===== src/y2rgb_pkg.sv =====
// ----------------------------------------------------------------------------
// YUV pair to RGB565 package
// Fixed-point BT.601 coefficients, channel saturation and pixel packing.
// ----------------------------------------------------------------------------
package y2rgb_pkg;

  typedef logic [7:0]         sample_t;
  typedef logic signed [7:0]  chroma_t;
  typedef logic [18:0]        luma_scaled_t;
  typedef logic signed [19:0] term_t;
  typedef logic signed [20:0] chan_sum_t;
  typedef logic [17:0]        chan_t;
  typedef logic [15:0]        pixel_t;

  localparam sample_t            LUMA_OFFSET = 8'd16;
  localparam logic [10:0]        K_LUMA      = 11'd1192;
  localparam logic signed [12:0] K_RED_CR    = 13'sd1634;
  localparam logic signed [12:0] K_GREEN_CR  = 13'sd833;
  localparam logic signed [12:0] K_GREEN_CB  = 13'sd400;
  localparam logic signed [12:0] K_BLUE_CB   = 13'sd2066;
  localparam chan_sum_t          CHAN_MAX    = 21'sd262143;

  function automatic chan_t sat_chan(input chan_sum_t x);
    chan_t res;
    if (x < 0) begin
      res = '0;
    end else if (x > CHAN_MAX) begin
      res = '1;
    end else begin
      res = x[17:0];
    end
    return res;
  endfunction

  function automatic pixel_t pack_pixel(input chan_t r, input chan_t g, input chan_t b);
    return {r[17:13], g[17:12], b[17:13]};
  endfunction

endpackage


===== src/yuv_pair_to_rgb565.sv =====
// ----------------------------------------------------------------------------
// YUV pair to RGB565 converter
// Converts two luma samples sharing one Cb/Cr pair into two RGB565 pixels
// using BT.601 limited-range coefficients in 10-bit fixed point.
// ----------------------------------------------------------------------------
//  Channel   Ports                                           Handshake
//  request   luma_first luma_second chroma_blue chroma_red   start, busy
//  result    pixel_first pixel_second                        done
//
// A request enters in every cycle; busy is always low.
// The result appears after the last stage, one cycle wide on done.
// The four stages are offset removal, coefficient multiply, green chroma sum,
// and channel sum with saturation and packing.
// Synchronous reset clears the stage valid bits and so drops requests in flight.
module yuv_pair_to_rgb565 (
  input  logic                clk,
  input  logic                rst,
  input  logic                start,
  output logic                busy,
  input  y2rgb_pkg::sample_t  luma_first,
  input  y2rgb_pkg::sample_t  luma_second,
  input  y2rgb_pkg::sample_t  chroma_blue,
  input  y2rgb_pkg::sample_t  chroma_red,
  output logic                done,
  output y2rgb_pkg::pixel_t   pixel_first,
  output y2rgb_pkg::pixel_t   pixel_second
);
  import y2rgb_pkg::*;

  logic         valid1;
  logic         valid2;
  logic         valid3;
  sample_t      y1_off;
  sample_t      y2_off;
  chroma_t      cb1;
  chroma_t      cr1;
  luma_scaled_t ys1_2;
  luma_scaled_t ys2_2;
  term_t        red_add2;
  term_t        green_cr2;
  term_t        green_cb2;
  term_t        blue_add2;
  luma_scaled_t ys1_3;
  luma_scaled_t ys2_3;
  term_t        red_add3;
  term_t        green_sub3;
  term_t        blue_add3;
  chan_sum_t    r1_sum;
  chan_sum_t    g1_sum;
  chan_sum_t    b1_sum;
  chan_sum_t    r2_sum;
  chan_sum_t    g2_sum;
  chan_sum_t    b2_sum;

  assign busy = 1'b0;

  always_ff @(posedge clk) begin
    if (rst) begin
      valid1 <= 1'b0;
      valid2 <= 1'b0;
      valid3 <= 1'b0;
      done   <= 1'b0;
    end else begin
      valid1 <= start && !busy;
      valid2 <= valid1;
      valid3 <= valid2;
      done   <= valid3;
    end
  end

  always_ff @(posedge clk) begin
    y1_off <= (luma_first > LUMA_OFFSET) ? luma_first - LUMA_OFFSET : '0;
    y2_off <= (luma_second > LUMA_OFFSET) ? luma_second - LUMA_OFFSET : '0;
    cb1    <= chroma_t'({~chroma_blue[7], chroma_blue[6:0]});
    cr1    <= chroma_t'({~chroma_red[7], chroma_red[6:0]});
  end

  always_ff @(posedge clk) begin
    ys1_2     <= 19'(y1_off) * 19'(K_LUMA);
    ys2_2     <= 19'(y2_off) * 19'(K_LUMA);
    red_add2  <= 20'(cr1) * 20'(K_RED_CR);
    green_cr2 <= 20'(cr1) * 20'(K_GREEN_CR);
    green_cb2 <= 20'(cb1) * 20'(K_GREEN_CB);
    blue_add2 <= 20'(cb1) * 20'(K_BLUE_CB);
  end

  always_ff @(posedge clk) begin
    ys1_3      <= ys1_2;
    ys2_3      <= ys2_2;
    red_add3   <= red_add2;
    green_sub3 <= green_cr2 + green_cb2;
    blue_add3  <= blue_add2;
  end

  always_comb begin
    r1_sum = $signed({2'b00, ys1_3}) + 21'(red_add3);
    g1_sum = $signed({2'b00, ys1_3}) - 21'(green_sub3);
    b1_sum = $signed({2'b00, ys1_3}) + 21'(blue_add3);
    r2_sum = $signed({2'b00, ys2_3}) + 21'(red_add3);
    g2_sum = $signed({2'b00, ys2_3}) - 21'(green_sub3);
    b2_sum = $signed({2'b00, ys2_3}) + 21'(blue_add3);
  end

  always_ff @(posedge clk) begin
    pixel_first  <= pack_pixel(sat_chan(r1_sum), sat_chan(g1_sum), sat_chan(b1_sum));
    pixel_second <= pack_pixel(sat_chan(r2_sum), sat_chan(g2_sum), sat_chan(b2_sum));
  end

endmodule


===== config.mk =====
export PLATFORM = sky130hd
export DESIGN_NAME = yuv_pair_to_rgb565
export DESIGN_NICKNAME = d
export VERILOG_FILES = /design/src/y2rgb_pkg.sv /design/src/yuv_pair_to_rgb565.sv
export SDC_FILE = /design/constraint.sdc
export NUM_CORES = 1
export LEC_CHECK = 0
export CAP_MARGIN = 20
export CORE_MARGIN = 5
export CORE_UTILIZATION = 23
export DETAILED_ROUTE_END_ITERATION = 10
export DONT_BUFFER_PORTS = 1
export HOLD_SLACK_MARGIN = 0.05
export RECOVER_POWER = 100
export SLEW_MARGIN = 5
export SYNTH_ARGS = -nofsm -noshare
export SYNTH_HDL_FRONTEND = slang
export SYNTH_SLANG_ARGS = --single-unit

===== constraint.sdc =====
create_clock -name clk -period 8.8 [get_ports clk]
set_input_delay 0 -clock clk [delete_from_list [all_inputs] [get_ports clk]]
set_output_delay 0 -clock clk [all_outputs]
set_load 0.1 [all_outputs]

Yosys cells after proc, flatten, opt, wreduce, memory -nomap -nowiden:

Index checks and enable logic that the tools add are counted.

* flip-flop bits (word level): 263
* input bits: 35
* output and inout port bits: 34
* logic and storage cells: 62

* $add $sub $neg: 9
* multipliers: 6
* magnitude comparators: 14
* multiplexer cells: 6
* bitwise logic cells: 2

Operator list (number)
* $gt A21 B19 Y1 const B: 6
* $lt A21 B1 Y1 const B: 6
* $mux W18: 6
* $add A20 B20 Y21: 4
* $sub A20 B20 Y21: 2
* $mul A8 B11 Y19 const B: 2
* $mul A8 B8 Y16 const B: 2
* $add A19 B20 Y20: 1
* $mul A8 B12 Y19 const B: 1
* $gt A8 B5 Y1 const B: 2
* $sub A8 B5 Y8 const B: 2
* $mul A8 B6 Y14 const B: 1
* $not A1 Y1: 2

Longest topological paths before layout:

* depth in word-level cells: 3
* depth in mapped cells: 16
* mapped depth without buffers: 16

Least setup slack after synthesis:

Ideal clock, no wire load.

* kind: flip-flop to flip-flop
* start: reg cr1[7]
* end: reg red_add2[19]
* setup time: 127 ps
* arrival: 3959 ps
* data required time: 8673 ps
* path slack: 4714 ps
* cell stages (with the launch flop): 15
* buffers on the path: 0
* clock period less this slack: 4086 ps
* cell sequence: dfxtp_1 -> fa_1 -> inv_1 -> fa_1 -> fa_1 -> fa_1 -> inv_1 -> ha_1 -> inv_1 -> o21bai_1 -> a21oi_1 -> o21bai_1 -> a31o_2 -> nor4_1 -> nor3_1

* word-level cells in the longest chain between the ends: 1

RTL lines
* from (decl): RTL line yuv_pair_to_rgb565.sv:36 `chroma_t cr1;`
* from (signal assigned): RTL line yuv_pair_to_rgb565.sv:75 `cr1 <= chroma_t'({~chroma_red[7], chroma_red[6:0]});`
* $mul A8 B11 Y19: RTL line yuv_pair_to_rgb565.sv:81 `red_add2 <= 20'(cr1) * 20'(K_RED_CR);`
* to (signal assigned): RTL line yuv_pair_to_rgb565.sv:81
* to (decl): RTL line yuv_pair_to_rgb565.sv:39 `term_t red_add2;`

Every way passes these cells.
A chain may end at the register's enable or synchronous reset.

Worst setup path in the final report:

Ends and elaborated chain as after synthesis.

==> results by group <==
Layout
  • N_diodes: 0
  • Post-layout util: 0.2728
  • Final net count: ~2000
  • Design Area, Final: roughly 18000 µm²
  • Area Overhead vs Synth: 17.80%
  • Non-filler cells, final: 2436
  • Layout cells sized above 1: 0.03858

Yosys
  • Synth warn: 0
  • Synth Cell Area: between 10000 and 15000 µm²
  • FFs w/ async S/R, synth: 0
  • Compound-gate portion of the synthesized area: 0.1446
  • Synth Area in XOR/XNOR: 0.05299
  • Seq/Total Area, Yosys: 0.3324
  • Synthesized-area fraction occupied by adder cells: 0.3309
  • Post-Synth Simple-Gate Area: 0.07973
  • Largest family of logic cells by synthesized area: adder cells
  • Multiplexer area fraction after synthesis: 0.002691
  • Dominant synthesized flop cell: dfxtp_1
  • Seq cells post-synth: 247
  • Cell variety after synth: 72
  • Mapped Cells: between 1000 and 1500
  • Number of synthesized flops with an enable pin: 0
  • Syn Nets: 1873
  • Avg Cell Area, Syn: around 10 µm²

CTS
  • Number of buffers created by CTS: 28
  • Clock Latency Late Sink: 0.58 ns
  • H-tree levels: 1
  • Root buffer cell: clkbuf_16
  • Bufs on Longest Clock Path: 3
  • TritonCTS clock tree: built
  • Clock slew at reported path FFs: 0.06 ns
  • Clock sinks: roughly 250

Floorplanning
  • Die ar.: 69870 µm²
  • DIE HEIGHT: ~260 µm
  • # rows: 93
  • Die X-Extent: 264.3 µm
  • Io pins: 69
  • Initial core utilization: 0.2316
  • Core area: 64230 µm²

Timing
  • Setup repair after global routing missed its margin: no
  • Final period utilization: 0.5040
  • Post-Route Skew: just under 0.05 ns
  • Final setup vio count: 0
  • Final Hold Viols: 0
  • Setup TNS: 0 ns
  • Worst-Margin Slew: 0.9888 ns
  • Hold slack: approximately 0.077 ns
  • Tmin final: roughly 4.4 ns
  • Max Fclk: 225.5 MHz
  • Slew headroom: 0.3399
  • Worst Slack Setup Final: 4.365 ns
  • Count of pins over their slew limit: 0

Routing
  • Post-route DRC: 0
  • Via density: around 4.3
  • Detailed-route via count: ~10000
  • Drt wl/cell: about 13 µm
  • Drt first pass iters: 6
  • Final WL: 32880 µm
  • Detailed router's first-iteration violation count: approximately 370
  • Detail Route Antenna Nets: 0

Global routing
  • First-pass GRT wire length: ~54000 µm
  • Largest net degree at the start of global routing: 18
  • Initial antenna violation count: 0
  • All-Layer GR Usage: 0.09372
  • Overflow left after global routing: 0
  • Vias in the first global route: between 10000 and 15000

Placement
  • Cell count after placement: around 2300
  • Gpl congestion: between 0.8 and 0.9
  • Setup WS pre-CTS: around 4.4 ns
  • Placed inst area: approximately 16000 µm²
  • IO Port Bufs: 0
  • HPWL after DPL: 27320 µm

Worst setup path
  • Nature of the critical path endpoint: register
  • Critical path type: register to register
  • CP startpoint kind: register
  • Highest net fanout along the worst path: 17
  • WP data required: around 9 ns
  • Worst endpoint data arrival time: approximately 5 ns

Power and ir drop
  • Max VDD drop: between 0.15 and 0.2 mV
  • Pwr per Cell Area: 378.0 nW/µm²
  • P_leak: between 8 and 9 nW
  • Power Total: roughly 6.6 mW

Run status
  • Run status: completed

Flow run
  • Max Cap Viol: 0

Worst hold path
  • Hold Path Class: primary input to register
[critical path, stage by stage (launching register included)]
cell and delay, ns:
dfxtp_1 0.73, fa_1 0.58, inv_1 0.10, fa_1 0.44
fa_1 0.50, fa_1 0.54, inv_1 0.04, ha_1 0.33
inv_1 0.07, o21bai_1 0.07, a21oi_1 0.21, o21bai_1 0.11
a31o_2 0.27, nor4_1 0.23, nor3_1 0.09
[what timing repair did]
item / 4_1_cts / 5_1_grt
setup buffers: 0 / 0
resized for setup: 0 / 0
hold buffers: 62 / 0
hold endpoints to repair: 36 / 0
[sequential cells by signal (all words and copies together) (netlist names), 8 cells and up]
signal / cells
blue_add2: 19
blue_add3: 17
cb1: 8
cr1: 8
green_cb2: 10
green_cr2: 19
green_sub3: 20
pixel_first: 16
pixel_second: 16
red_add2: 15
red_add3: 15
y1_off: 8
y2_off: 8
ys1_2: 16
ys1_3: 16
ys2_2: 16
ys2_3: 16
[report_power, final]
group / leakage, nW / internal (mW) / switching (mW)
Sequential: 2.08 / 1.52 / 0.826
Clock: 0.483 / 0.746 / 0.496
Combinational: 5.77 / 1.34 / 1.70
[synthesized netlist by cell type, drive strengths merged (13+ instances only)]
master  number  area (µm²)
nor2b       20       125.1
a21oi      107       543.0
xnor2       60       525.5
nand2       24       90.09
or3         13       81.33
a31oi       13       81.33
o21a        23       172.7
o21ai       42       210.2
ha         315        3941
nand2b      14       87.58
nor2        40       150.1
dfxtp      247        4945
xor2        30       262.8
nand3       24       120.1
o21bai      22       165.2
inv        216       810.8
a21o        35       262.8
nor3        38       195.2
fa          48       960.9
[logic make-up after synthesis]
| kind of cell | Yosys count |
|---|---|
| adders and majority gates | 365 |
| AOI/OAI and AO/OA | 324 |
| other | 1 |
| DFF | 247 |
| muxes | 4 |
| and+or+nand+nor | 221 |
| buffers and inverters | 223 |
| xor gates and xnor gates | 90 |
[cell type report]
cell class,instances,area (µm²)
inverters,216,810.8
repair buffers,62,620.6
well taps,855,1070
multi-input cells,1005,9066
flip-flops and latches,247,4945
fillers,6700,46710
clock buffers,31,711.9
clock inverters,20,300.3
[placed cells by master, fill, tap and decap left out, drive strengths merged, types with 9 or more instances in the layout]
cell type	synthesis	layout
dfxtp	247	247
a21oi	107	107
nor2b	20	20
ha	315	315
a31oi	13	13
and3	11	11
nor2	40	40
nand2	24	24
inv	216	220
or3	13	13
nand2b	14	14
nand3	24	24
o221ai	11	11
nor3	38	38
o21a	23	23
nor4	9	9
clkbuf	3	31
fa	48	48
xor2	30	30
o21ai	42	42
a211o	11	11
a21o	35	35
o21bai	22	22
dlygate4sd3	0	62
xnor2	60	60
[routing by layer]
layer	GRT usage	routed length [µm]	vias to the layer above
met5	0	0	-
met1	0.1153	14920	4849
met4	0.03455	1061	0
li1	-	-	5341
met3	0.01248	929	54
met2	0.1674	15960	162
[path summary, 6_finish.rpt]
path	startpoint	to	slack, ns	cells after the start
hold reg to reg	blue_add2[16]	blue_add3[16]	0.28	0
setup reg to reg	cr1[7]	red_add2[19]	4.36	14
hold / removal	chroma_blue[7]	cb1[7]	0.08	2
setup / recovery	cr1[7]	red_add2[19]	4.36	14
No activity file was read; power rests on OpenSTA's default activity.
